$ cat config.mk
export PLATFORM = sky130hd
export DESIGN_NAME = spike_snippet_peak_aligner
export DESIGN_NICKNAME = d
export VERILOG_FILES = /design/src/sv/spa_pkg.sv /design/src/sv/spa_queue.sv /design/src/sv/spa_front.sv /design/src/sv/spa_back.sv /design/src/sv/spike_snippet_peak_aligner.sv
export SDC_FILE = /design/constraint.sdc
export NUM_CORES = 2
export LEC_CHECK = 0
export ABC_AREA = 0
export BUFFER_PORTS_ARGS = -buffer_cell sky130_fd_sc_hd__buf_2
export CAP_MARGIN = 30
export CORE_UTILIZATION = 55
export CTS_BUF_LIST = sky130_fd_sc_hd__clkbuf_2 sky130_fd_sc_hd__clkbuf_4 sky130_fd_sc_hd__clkbuf_8
export DETAILED_ROUTE_END_ITERATION = 7
export MAX_ROUTING_LAYER = met4
export PLACE_DENSITY = 0.75
export SLEW_MARGIN = 25
export SYNTH_ARGS = -nofsm -noshare
export SYNTH_HDL_FRONTEND = slang
export SYNTH_HIERARCHICAL = 1
export SYNTH_SLANG_ARGS = --single-unit
$ cat constraint.sdc
create_clock -name clk -period 6.45 [get_ports clk]
set_input_delay 0.645 -clock clk [delete_from_list [all_inputs] [get_ports clk]]
set_output_delay 0.645 -clock clk [all_outputs]
set_load 0.01 [all_outputs]
$ cat src/sv/spa_pkg.sv
package spa_pkg;

    localparam int MAX_CHANNELS_DEF = 64;
    localparam int MAX_SAMPLES_DEF  = 256;

    localparam int QUEUE_DEPTH = 4;
    localparam int QAW         = $clog2(QUEUE_DEPTH);
    localparam int QCW         = $clog2(QUEUE_DEPTH + 1);

    localparam int EW = 22;
    localparam int TW = 30;

    localparam logic [EW-1:0] E_MAX     = '1;
    localparam logic [TW-1:0] T_MAX     = '1;
    localparam logic [16:0]   SCORE_ONE = 17'h10000;

    localparam int ADDR_W = 5;

    localparam logic [2:0] REG_NUM_CHANNELS = 3'd0;
    localparam logic [2:0] REG_NUM_SAMPLES  = 3'd1;
    localparam logic [2:0] REG_TARGET_INDEX = 3'd2;
    localparam logic [2:0] REG_MAX_SHIFT    = 3'd3;
    localparam logic [2:0] REG_MIN_SCORE    = 3'd4;

    typedef struct packed {
        logic [6:0]  num_channels;
        logic [8:0]  num_samples;
        logic [7:0]  target_index;
        logic [7:0]  max_shift;
        logic [16:0] min_score_q16;
    } spa_cfg_t;

    // Summary of one finished snippet, handed from the front to the back.
    typedef struct packed {
        logic          started;
        logic [8:0]    best_offset;
        logic [EW-1:0] best_energy;
        logic [TW-1:0] total_energy;
    } spa_rec_t;

endpackage

$ cat src/sv/spa_queue.sv
module spa_queue
    import spa_pkg::*;
(
    input  logic           clk,
    input  logic           rst_n,
    input  logic           push,
    input  spa_rec_t       push_data,
    input  logic           pop,
    output spa_rec_t       pop_data,
    output logic           not_empty,
    output logic [QCW-1:0] count
);

    spa_rec_t       mem [QUEUE_DEPTH];
    logic [QAW-1:0] wr_ptr_reg, wr_ptr_next;
    logic [QAW-1:0] rd_ptr_reg, rd_ptr_next;
    logic [QCW-1:0] count_reg, count_next;

    always_comb
    begin
        wr_ptr_next = wr_ptr_reg;
        rd_ptr_next = rd_ptr_reg;
        count_next  = count_reg;
        if (push)
        begin
            wr_ptr_next = (32'(wr_ptr_reg) == QUEUE_DEPTH - 1) ? '0 : wr_ptr_reg + 1'b1;
        end
        if (pop)
        begin
            rd_ptr_next = (32'(rd_ptr_reg) == QUEUE_DEPTH - 1) ? '0 : rd_ptr_reg + 1'b1;
        end
        if (push && !pop)
        begin
            count_next = count_reg + 1'b1;
        end
        else if (pop && !push)
        begin
            count_next = count_reg - 1'b1;
        end
    end

    always_ff @(posedge clk)
    begin
        if (push)
        begin
            mem[wr_ptr_reg] <= push_data;
        end
    end

    always_ff @(posedge clk or negedge rst_n)
    begin
        if (!rst_n)
        begin
            wr_ptr_reg <= '0;
            rd_ptr_reg <= '0;
            count_reg  <= '0;
        end
        else
        begin
            wr_ptr_reg <= wr_ptr_next;
            rd_ptr_reg <= rd_ptr_next;
            count_reg  <= count_next;
        end
    end

    assign pop_data  = mem[rd_ptr_reg];
    assign not_empty = (count_reg != '0);
    assign count     = count_reg;

    a_no_overflow: assert property (@(posedge clk) disable iff (!rst_n)
        push && !pop |-> 32'(count_reg) < QUEUE_DEPTH)
        else $error("snippet queue overflow");

    a_no_underflow: assert property (@(posedge clk) disable iff (!rst_n)
        pop |-> count_reg != '0)
        else $error("snippet queue underflow");

endmodule

$ cat src/sv/spa_front.sv
module spa_front
    import spa_pkg::*;
#(
    parameter int MAX_CHANNELS = MAX_CHANNELS_DEF,
    parameter int MAX_SAMPLES  = MAX_SAMPLES_DEF
)
(
    input  logic                clk,
    input  logic                rst_n,
    input  spa_cfg_t            cfg,
    input  logic signed [15:0]  sample_value,
    input  logic                sample_valid,
    output logic                sample_ready,
    input  logic [QCW-1:0]      q_count,
    output logic                push,
    output spa_rec_t            push_data
);

    localparam int CCW  = $clog2(MAX_CHANNELS + 1);
    localparam int SCW  = $clog2(MAX_SAMPLES + 1);
    localparam int CMPW = (SCW > 9) ? SCW : 9;

    logic [CCW-1:0] chan_reg, chan_next;
    logic [SCW-1:0] smp_reg, smp_next;

    logic [CCW-1:0]  nch;
    logic [SCW-1:0]  nsm;
    logic [CMPW-1:0] lo, hi_raw, last_idx, smp_ext;
    logic            last_ch, last_smp, in_win, accept;

    logic          a_valid_reg, a_last_ch_reg, a_last_smp_reg, a_in_win_reg;
    logic [16:0]   a_mag_reg;
    logic [8:0]    a_idx_reg;

    logic [EW-1:0] acc_reg, acc_next;
    logic [EW-1:0] best_reg, best_next, best_new;
    logic [8:0]    off_reg, off_next, off_new;
    logic [TW-1:0] total_reg, total_next, total_new;
    logic          started_reg, started_next, started_new;

    logic [EW:0]   e_sum;
    logic [EW-1:0] e;
    logic [TW:0]   t_sum;
    logic          upd, better, pending;

    // Clamp the counts to the supported range.
    assign nch = (cfg.num_channels == '0) ? CCW'(1) :
                 ((32'(cfg.num_channels) > MAX_CHANNELS) ? CCW'(MAX_CHANNELS) :
                  CCW'(cfg.num_channels));
    assign nsm = (cfg.num_samples == '0) ? SCW'(1) :
                 ((32'(cfg.num_samples) > MAX_SAMPLES) ? SCW'(MAX_SAMPLES) :
                  SCW'(cfg.num_samples));

    assign lo       = (cfg.target_index >= cfg.max_shift) ?
                      CMPW'(cfg.target_index - cfg.max_shift) : '0;
    assign hi_raw   = CMPW'({1'b0, cfg.target_index} + {1'b0, cfg.max_shift});
    assign last_idx = CMPW'(nsm - 1'b1);
    assign smp_ext  = CMPW'(smp_reg);

    assign last_ch  = ((CCW+1)'(chan_reg) + 1'b1) >= (CCW+1)'(nch);
    assign last_smp = ((SCW+1)'(smp_reg) + 1'b1) >= (SCW+1)'(nsm);
    assign in_win   = (smp_ext >= lo) && (smp_ext <= hi_raw) && (smp_ext <= last_idx);

    // A beat in the first stage that ends a snippet still owes the queue one entry.
    assign pending      = a_valid_reg && a_last_ch_reg && a_last_smp_reg;
    assign sample_ready = (32'(q_count) + 32'(pending)) < QUEUE_DEPTH;
    assign accept       = sample_valid && sample_ready;

    always_comb
    begin
        chan_next = chan_reg;
        smp_next  = smp_reg;
        if (accept)
        begin
            if (!last_ch)
            begin
                chan_next = chan_reg + 1'b1;
            end
            else
            begin
                chan_next = '0;
                smp_next  = last_smp ? '0 : smp_reg + 1'b1;
            end
        end
    end

    always_ff @(posedge clk or negedge rst_n)
    begin
        if (!rst_n)
        begin
            chan_reg       <= '0;
            smp_reg        <= '0;
            a_valid_reg    <= 1'b0;
            a_last_ch_reg  <= 1'b0;
            a_last_smp_reg <= 1'b0;
            a_in_win_reg   <= 1'b0;
            a_mag_reg      <= '0;
            a_idx_reg      <= '0;
        end
        else
        begin
            chan_reg    <= chan_next;
            smp_reg     <= smp_next;
            a_valid_reg <= accept;
            if (accept)
            begin
                a_last_ch_reg  <= last_ch;
                a_last_smp_reg <= last_smp;
                a_in_win_reg   <= in_win;
                a_mag_reg      <= sample_value[15] ? (SCORE_ONE - {1'b0, sample_value})
                                                   : {1'b0, sample_value};
                a_idx_reg      <= 9'(smp_reg);
            end
        end
    end

    // Second stage: per-sample energy, peak tracking and window total.
    assign e_sum  = {1'b0, acc_reg} + (EW+1)'(a_mag_reg);
    assign e      = e_sum[EW] ? E_MAX : e_sum[EW-1:0];
    assign t_sum  = {1'b0, total_reg} + (TW+1)'(e);
    assign upd    = a_valid_reg && a_last_ch_reg && a_in_win_reg;
    assign better = !started_reg || (e > best_reg);

    assign best_new    = (upd && better) ? e : best_reg;
    assign off_new     = (upd && better) ? a_idx_reg : off_reg;
    assign started_new = started_reg || upd;
    assign total_new   = upd ? (t_sum[TW] ? T_MAX : t_sum[TW-1:0]) : total_reg;

    assign push                   = pending;
    assign push_data.started      = started_new;
    assign push_data.best_offset  = off_new;
    assign push_data.best_energy  = best_new;
    assign push_data.total_energy = total_new;

    always_comb
    begin
        acc_next     = acc_reg;
        best_next    = best_reg;
        off_next     = off_reg;
        total_next   = total_reg;
        started_next = started_reg;
        if (a_valid_reg)
        begin
            if (!a_last_ch_reg)
            begin
                acc_next = e;
            end
            else if (a_last_smp_reg)
            begin
                acc_next     = '0;
                best_next    = '0;
                off_next     = '0;
                total_next   = '0;
                started_next = 1'b0;
            end
            else
            begin
                acc_next     = '0;
                best_next    = best_new;
                off_next     = off_new;
                total_next   = total_new;
                started_next = started_new;
            end
        end
    end

    always_ff @(posedge clk or negedge rst_n)
    begin
        if (!rst_n)
        begin
            acc_reg     <= '0;
            best_reg    <= '0;
            off_reg     <= '0;
            total_reg   <= '0;
            started_reg <= 1'b0;
        end
        else
        begin
            acc_reg     <= acc_next;
            best_reg    <= best_next;
            off_reg     <= off_next;
            total_reg   <= total_next;
            started_reg <= started_next;
        end
    end

    a_clear_after_snippet: assert property (@(posedge clk) disable iff (!rst_n)
        pending |=> !started_reg && total_reg == '0 && acc_reg == '0)
        else $error("snippet state not cleared after its last beat");

endmodule

$ cat src/sv/spa_back.sv
module spa_back
    import spa_pkg::*;
(
    input  logic               clk,
    input  logic               rst_n,
    input  spa_cfg_t           cfg,
    input  logic               q_valid,
    input  spa_rec_t           q_data,
    output logic               pop,
    output logic signed [8:0]  raw_shift,
    output logic               accepted,
    output logic signed [8:0]  applied_shift,
    output logic [21:0]        peak_energy,
    output logic [29:0]        window_energy,
    output logic               result_valid,
    input  logic               result_ready
);

    logic [16:0] score;

    logic          s1_valid_reg;
    logic [8:0]    s1_raw_reg;
    logic [EW-1:0] s1_peak_reg;
    logic [TW-1:0] s1_total_reg;
    logic [31:0]   s1_pp_lo_reg, s1_pp_hi_reg;
    logic          s1_zero_score_reg;

    logic          s2_valid_reg;
    logic [8:0]    s2_raw_reg;
    logic [EW-1:0] s2_peak_reg;
    logic [TW-1:0] s2_total_reg;
    logic [46:0]   s2_prod_reg;
    logic          s2_zero_score_reg;

    logic          out_valid_reg;
    logic [8:0]    out_raw_reg;
    logic          out_acc_reg;
    logic [EW-1:0] out_peak_reg;
    logic [TW-1:0] out_total_reg;

    logic out_load, s2_load, s1_load, acc_next;
    logic [47:0] lhs;

    assign score = (cfg.min_score_q16 > SCORE_ONE) ? SCORE_ONE : cfg.min_score_q16;

    assign out_load = !out_valid_reg || result_ready;
    assign s2_load  = !s2_valid_reg || out_load;
    assign s1_load  = !s1_valid_reg || s2_load;
    assign pop      = q_valid && s1_load;

    // The 17 x 30 bit product is split into two 17 x 15 bit partial products.
    always_ff @(posedge clk)
    begin
        if (s1_load)
        begin
            s1_raw_reg        <= q_data.started ?
                                 9'(q_data.best_offset - {1'b0, cfg.target_index}) : '0;
            s1_peak_reg       <= q_data.started ? q_data.best_energy : '0;
            s1_total_reg      <= q_data.total_energy;
            s1_pp_lo_reg      <= {15'b0, score} * {17'b0, q_data.total_energy[14:0]};
            s1_pp_hi_reg      <= {15'b0, score} * {17'b0, q_data.total_energy[29:15]};
            s1_zero_score_reg <= (score == '0);
        end
        if (s2_load)
        begin
            s2_raw_reg        <= s1_raw_reg;
            s2_peak_reg       <= s1_peak_reg;
            s2_total_reg      <= s1_total_reg;
            s2_prod_reg       <= {s1_pp_hi_reg, 15'b0} + 47'(s1_pp_lo_reg);
            s2_zero_score_reg <= s1_zero_score_reg;
        end
        if (out_load)
        begin
            out_raw_reg   <= s2_raw_reg;
            out_acc_reg   <= acc_next;
            out_peak_reg  <= s2_peak_reg;
            out_total_reg <= s2_total_reg;
        end
    end

    assign lhs      = {10'b0, s2_peak_reg, 16'b0};
    assign acc_next = (s2_total_reg == '0) ? s2_zero_score_reg : (lhs >= {1'b0, s2_prod_reg});

    always_ff @(posedge clk or negedge rst_n)
    begin
        if (!rst_n)
        begin
            s1_valid_reg  <= 1'b0;
            s2_valid_reg  <= 1'b0;
            out_valid_reg <= 1'b0;
        end
        else
        begin
            if (s1_load)
            begin
                s1_valid_reg <= q_valid;
            end
            if (s2_load)
            begin
                s2_valid_reg <= s1_valid_reg;
            end
            if (out_load)
            begin
                out_valid_reg <= s2_valid_reg;
            end
        end
    end

    assign result_valid  = out_valid_reg;
    assign raw_shift     = out_raw_reg;
    assign accepted      = out_acc_reg;
    assign applied_shift = out_acc_reg ? out_raw_reg : '0;
    assign peak_energy   = out_peak_reg;
    assign window_energy = out_total_reg;

    a_peak_within_total: assert property (@(posedge clk) disable iff (!rst_n)
        out_valid_reg |-> (out_total_reg == '0) == (out_peak_reg == '0))
        else $error("peak and window energy disagree on an empty window");

endmodule

$ cat src/sv/spike_snippet_peak_aligner.sv
// The last value of a snippet passes the first-stage register, the 4-entry snippet
// queue, s1, s2 and the output register before its result beat is valid. The front
// takes one value per cycle while sample_ready is high; the back pipeline drains one
// snippet summary per cycle while result_ready allows. Reset (rst_n low, asynchronous)
// restores the register defaults and clears all snippet state, the queue and result_valid.
module spike_snippet_peak_aligner
    import spa_pkg::*;
#(
    parameter int MAX_CHANNELS = MAX_CHANNELS_DEF,
    parameter int MAX_SAMPLES  = MAX_SAMPLES_DEF
)
(
    input  logic               clk,
    input  logic               rst_n,
    input  logic               psel,
    input  logic               penable,
    input  logic               pwrite,
    input  logic [ADDR_W-1:0]  paddr,
    input  logic [31:0]        pwdata,
    output logic [31:0]        prdata,
    output logic               pready,
    input  logic signed [15:0] sample_value,
    input  logic               sample_valid,
    output logic               sample_ready,
    output logic signed [8:0]  raw_shift,
    output logic               accepted,
    output logic signed [8:0]  applied_shift,
    output logic [21:0]        peak_energy,
    output logic [29:0]        window_energy,
    output logic               result_valid,
    input  logic               result_ready
);

    spa_cfg_t       cfg_reg;
    logic [2:0]     reg_idx;
    logic           wr_en;

    logic           push, pop, q_valid;
    spa_rec_t       push_data, q_data;
    logic [QCW-1:0] q_count;

    assign pready  = 1'b1;
    assign reg_idx = paddr[4:2];
    assign wr_en   = psel && penable && pwrite;

    always_ff @(posedge clk or negedge rst_n)
    begin
        if (!rst_n)
        begin
            cfg_reg.num_channels  <= 7'd4;
            cfg_reg.num_samples   <= 9'd32;
            cfg_reg.target_index  <= 8'd16;
            cfg_reg.max_shift     <= 8'd3;
            cfg_reg.min_score_q16 <= '0;
        end
        else if (wr_en)
        begin
            case (reg_idx)
                REG_NUM_CHANNELS: cfg_reg.num_channels  <= pwdata[6:0];
                REG_NUM_SAMPLES:  cfg_reg.num_samples   <= pwdata[8:0];
                REG_TARGET_INDEX: cfg_reg.target_index  <= pwdata[7:0];
                REG_MAX_SHIFT:    cfg_reg.max_shift     <= pwdata[7:0];
                REG_MIN_SCORE:    cfg_reg.min_score_q16 <= pwdata[16:0];
                default:          ;
            endcase
        end
    end

    always_comb
    begin
        case (reg_idx)
            REG_NUM_CHANNELS: prdata = 32'(cfg_reg.num_channels);
            REG_NUM_SAMPLES:  prdata = 32'(cfg_reg.num_samples);
            REG_TARGET_INDEX: prdata = 32'(cfg_reg.target_index);
            REG_MAX_SHIFT:    prdata = 32'(cfg_reg.max_shift);
            REG_MIN_SCORE:    prdata = 32'(cfg_reg.min_score_q16);
            default:          prdata = '0;
        endcase
    end

    spa_front #(
        .MAX_CHANNELS (MAX_CHANNELS),
        .MAX_SAMPLES  (MAX_SAMPLES)
    ) u_front (
        .clk          (clk),
        .rst_n        (rst_n),
        .cfg          (cfg_reg),
        .sample_value (sample_value),
        .sample_valid (sample_valid),
        .sample_ready (sample_ready),
        .q_count      (q_count),
        .push         (push),
        .push_data    (push_data)
    );

    spa_queue u_queue (
        .clk       (clk),
        .rst_n     (rst_n),
        .push      (push),
        .push_data (push_data),
        .pop       (pop),
        .pop_data  (q_data),
        .not_empty (q_valid),
        .count     (q_count)
    );

    spa_back u_back (
        .clk           (clk),
        .rst_n         (rst_n),
        .cfg           (cfg_reg),
        .q_valid       (q_valid),
        .q_data        (q_data),
        .pop           (pop),
        .raw_shift     (raw_shift),
        .accepted      (accepted),
        .applied_shift (applied_shift),
        .peak_energy   (peak_energy),
        .window_energy (window_energy),
        .result_valid  (result_valid),
        .result_ready  (result_ready)
    );

endmodule
# After elaboration in Yosys (flattened, before gate mapping)
# Memory sizes are Yosys's and may differ from the RTL's.
# Cells that the tools add are included.
[totals] regBits=486 mem_bits_rw=248 in_bits=60 elab_cells=142 n_memories=1
[classes] n_addsub=17 n_mul=2 order_cmp=12 n_eq_ne=6 muxes=28 reduce_logical=37
[memory_table] memory="u_queue.mem" words=4 word_bits=62 rd=1 rd_ports_with_merged_regs=0 write_ports=1 line_no="spa_queue.sv:14" rtl="spa_rec_t mem [QUEUE_DEPTH];"
[ops] op="30-bit 2-to-1 mux" n=3
[ops] op="22-bit 2-to-1 mux" n=4
[ops] op="17-bit case mux with 5 select lines" n=1
[ops] op="17-bit by 15-bit multiplier with 32-bit output" n=2
[ops] op="9-bit 2-to-1 mux" n=7
[ops] op="47-bit by 32-bit adder with 47-bit output" n=1
[ops] op="38-bit by 47-bit greater-or-equal comparator with 1-bit output" n=1
[ops] op="17-bit 2-to-1 mux" n=2
[ops] op="32-bit by 3-bit less-than comparator with 1-bit output (second input constant)" n=1
[ops] op="30-bit by 22-bit adder with 31-bit output" n=1
[ops] op="30-bit logical NOT" n=1
[ops] op="22-bit by 17-bit adder with 23-bit output" n=1
[ops] op="22-bit > comparator" n=1
[ops] op="7-bit 2-to-1 mux" n=3
[ops] op="9-bit <= comparator" n=2
[ops] op="17-bit > comparator (second input constant)" n=1
[ops] op="17-bit logical NOT" n=1
[ops] op="17-bit by 16-bit subtractor with 17-bit output (first input constant)" n=1
[ops] op="2-bit AND reduction" n=7
[ops] op="1-bit logical AND" n=12
[ops] op="9-bit by 1-bit adder with 10-bit output (second input constant)" n=1
[ops] op="10-bit by 9-bit greater-or-equal comparator with 1-bit output" n=1
[ops] op="8-bit by 8-bit adder with 9-bit output" n=1
[ops] op="9-bit by 1-bit adder with 9-bit output (second input constant)" n=1
[ops] op="28 further kinds" n=45

# Logic depth before layout (Yosys ltp)
[logic_depth] depth_word=8 ltp_mapped=27 ltp_nobuf=24

# By module
# The synthesis kept the hierarchy.
[by_module_without_submodules] mod="spa_back" instances=1 cells_per_inst=2712 area_per_inst_um2=28987.8
[by_module_without_submodules] mod="spa_front" instances=1 cells_per_inst=1274 area_per_inst_um2=10925.5
[by_module_without_submodules] mod="spa_queue" instances=1 cells_per_inst=360 area_per_inst_um2=9430.3
[by_module_without_submodules] mod="spike_snippet_peak_aligner" instances=1 cells_per_inst=180 area_per_inst_um2=2434.8

# Worst setup path after synthesis
# Ideal clock, no wire load.
[synth_timing] kind="flip-flop to flip-flop" from="register u_queue.rd_ptr_reg[0]" to="register u_back.s1_pp_lo_reg[31], data pin" setup_ps=263 t_arrival_ps=6573 required_time_ps=6187 slack_ps=-386 path_stages_with_launch=26 path_buffers=3 period_less_slack_ps=6836 path_cell_list="dfrtp_1 > buf_6 > buf_12 > mux4_2 > clkbuf_1 > and2_1 > fa_1 > inv_1 > fa_1 > inv_1 > fa_1 > inv_1 > fa_1 > inv_1 > fa_1 > inv_1 > fa_1 > inv_1 > ha_1 > and4_1 > and3_1 > a22oi_2 > o41a_4 > o21ai_4 > a221o_1 > a21oi_1"
[synth_lines] item="from (decl)" line_no="spa_queue.sv:16" rtl="logic [QAW-1:0] rd_ptr_reg, rd_ptr_next;"
[synth_lines] item="from (signal assigned)" line_no="spa_queue.sv:61" rtl="rd_ptr_reg <= rd_ptr_next;"
[synth_lines] item="to (signal assigned)" line_no="spa_back.sv:60" rtl="s1_pp_lo_reg <= {15'b0, score} * {17'b0, q_data.total_energy[14:0]};"
[synth_lines] item="to (decl)" line_no="spa_back.sv:25" rtl="logic [31:0] s1_pp_lo_reg, s1_pp_hi_reg;"

# Worst setup path in the final report
[layout_timing] from="register cfg_reg[3] in the netlist's numbering" to="register u_back.s1_pp_lo_reg[29], data pin"
[layout_via] elab_chain_len=3
[layout_lines] item="from (decl)" line_no="spike_snippet_peak_aligner.sv:34" rtl="spa_cfg_t cfg_reg;"
[layout_lines] item="17-bit > comparator" line_no="spa_back.sv:44" rtl="assign score = (cfg.min_score_q16 > SCORE_ONE) ? SCORE_ONE : cfg.min_score_q16;"
[layout_lines] item="17-bit 2-to-1 mux *" line_no="spa_back.sv:44"
[layout_lines] item="17-bit by 15-bit multiplier with 32-bit output *" line_no="spa_back.sv:60"
# Every way passes the cells marked *; elsewhere a longest branch is shown, timed or not.
# A chain may end at the register's enable or synchronous reset.

==> impl_results.md <==
- Status: finished, violations left
- Violated checks: negative setup slack
- Sequential share of the synthesized area: 40.75%
- Die Y: 308.8 um
- Slew HR: 32.79%
- Initial Util: 55.48%
- Syn Inst Count: 4526
- Setup crit end kind: flop
- DRT Pass-1 Iters: 6
- Fillers: 6926
- #FFs+latches synth: 734
- Max reg flops: 248
- Worst hold path type: in2reg
- Drt total wl: 133200 um
- Total global-route track usage: 28.56%
- Cell mode on critical path: fa_1
- Pin count of the biggest net entering global routing: 152
- Global route total overflow: 0
- Async S/R FF share, synth: 25.75%
- Routed WL per cell: 20.86 um
- Via count: 36888
- Setup CP Type: reg2reg
- Total of max-cap violations: 0
- Number of synthesized flops with an enable pin: 545
- Top post-synthesis cells by area: edfxtp_1 (32%), fa_1 (15%), ha_1 (8.9%)
- Tmin final: 6.755 ns
- Clk buf depth: 3
- Clk sinks: 734
- Leading area contributor after synthesis: edfxtp_1
- Slew at the pin closest to its max-slew limit: 1.004 ns
- Nets@finish: 5852
- Final worst-path cycle share: 104.7%
- Finished Cell Area: 60920 um^2
- Fin. Hold Viols: 0
- Share of the synthesized area in the top cell type: 31.61%
- DRT iter0 DRCs: 3088
- Startpoint Class: flop
- Max stage delay on crit path: 0.53 ns
- RSZ-0062 raised after global routing: yes
- DRC: 0
- Worst r2r src: cfg_reg[3]$_DFFE_PN0P_
- Port Buffers: 132
- Cell area after placement: 55880 um^2
- GP Congestion: 0.9606
- Hold WS: 0.07537 ns
- Num rows: 112
- Synth warn: 6
- Final setup fails: 30
- Clock Skew: 0.04972 ns
- Worst Hold Launch: pwdata[11]
- Clk_lat worst skew: 0.81 ns
- Vias in the first global route: 36835
- R2R Path End: u_back/s1_pp_lo_reg[29]$_DFFE_PN_
- Area Growth Syn to Fin: 17.66%
- Distinct cells, synth: 107
- Crit path DAT: 7.41 ns
- Synth top cells by count: inv_1 (584), edfxtp_1 (545), nand2_1 (412), fa_1 (393), ha_1 (369)
- Top FF cell, synth: edfxtp_1
- Clk root buf: clkbuf_8
- Crit path launch: cfg_reg[3]$_DFFE_PN0P_
- F_max: 148.0 MHz
- Hold Crit Endpoint: cfg_reg[11]$_DFFE_PN0P_
- WP data required: 7.11 ns
- Antenna violations before repair: 7
- Reg2Reg Depth: 26
- Die W: 308.8 um
- Total core area: 93330 um^2
- Post-detail-place hpwl: 95970 um
- CP max-delay cell: fa_1
- Share of layout cells above drive strength 1: 23.73%
- Synthesized area: 51780 um^2
- Avg Inst Size Synth: 11.44 um^2
- Max-slew violations: 0
- Die area: 95370 um^2
- ANT nets after route: 0
- CTS tree: done
- Crit-path max FO: 8
- H-tree levels: 3
- Bufs and invs on worst path: 9
- R2R Setup Slk: -0.30 ns
- Most frequent cell after synthesis: inv_1
- Final worst slack: -0.3046 ns
- # IOs: 166
- Worst hold stages: 2
- Vias/cell: 5.776
- Top delay family on crit path: adder cells
- Global-route wire length before repair: 203600 um
- Clock transition at path regs: 0.06 ns
- TritonCTS Buffers: 119
==> metal layers <==
metal  wire, um  vias to the layer above  GRT usage (%)
met5          0                        -              -
met4       6469                        0          12.25
met3       9538                      390          4.501
met2      63770                     1431          45.64
met1      53420                    18348          36.30
li1           -                    16719              -
==> how the worst max path moves through the flow <==
| stage | slack [ns] | end | cells after the start |
|---|---|---|---|
| after global routing | -0.54 | u_back/s1_pp_lo_reg[28]$_DFFE_PN_ | 26 |
| after CTS | -0.19 | u_back/s1_pp_lo_reg[30]$_DFFE_PN_ | 26 |
| after global placement | -0.23 | u_back/s1_pp_hi_reg[29]$_DFFE_PN_ | 25 |
| after floorplan | -0.02 | u_back/s1_pp_lo_reg[31]$_DFFE_PN_ | 24 |
| after detailed placement | -0.34 | u_back/s1_pp_lo_reg[28]$_DFFE_PN_ | 25 |
| final | -0.30 | u_back/s1_pp_lo_reg[29]$_DFFE_PN_ | 26 |
==> cell type report <==
cell class                 count  area, um^2  area share, %
clock buffer                 183        2187          3.590
clock inverter                37       354.1         0.5812
sequential                   734       21110          34.64
timing repair buffer         577        4674          7.673
tap                         1254        1569          2.575
inverter                     588        2210          3.627
multi-input combinational   3010       28820          47.30
antenna                        3       7.507        0.01232
==> cells by family after synthesis <==
logic type               synth area share, %
other                                0.01450
flip-flops                             40.75
adder cells (fa/ha/maj)                24.11
XOR/XNOR                               2.571
AO/OA/AOI/OAI                          9.340
AND/OR/NAND/NOR                        12.07
buffers and inverters                  6.392
multiplexers                           4.751
==> timing repair <==
action	4_1_cts	5_1_grt
endpoints found under the setup margin	35	42
buffers inserted	81	39
hold buffers	3	0
gates resized for setup	173	158
pin swaps	108	114
endpoints found under the hold margin	40	0
gates cloned	6	5
==> layout by cell type, fill, tap and decap left out, drive strengths merged, types with 10 or more instances in the layout <==
cell type	instances
buf	570
fa	393
xnor2	89
o2bb2ai	11
o211ai	26
mux2i	11
a31oi	19
o221a	10
and4	18
nor3	42
o21a	19
o21ai	160
dfrtp	184
xor2	63
nand2	412
a21oi	168
a22o	36
mux4	69
a211oi	33
nand3	58
nor2	132
conb	16
and3	140
or2	14
nor2b	35
ha	369
nand2b	20
o31ai	15
nor4	22
clkinv	28
o22a	10
o21bai	17
mux2	81
inv	590
edfxtp	545
a21o	70
nand4	37
or3	14
clkbuf	187
and2	249
==> metrics by stage <==
step                      setup slack (ns)  utilization, %  cells  TNS [ns]
after floorplan                   -0.01514               -   4540  -0.01514
after global placement             -0.2345           59.85   6041    -3.969
after detailed placement           -0.3409           59.87   6042    -6.402
after CTS                          -0.1898           64.21   6348    -2.973
after global routing               -0.5390           65.28   6386    -11.66
final                              -0.3046           65.28   6386    -5.123
Power is not shown: default switching activity piles up to over one toggle a cycle in this logic, so the estimate is an artifact.
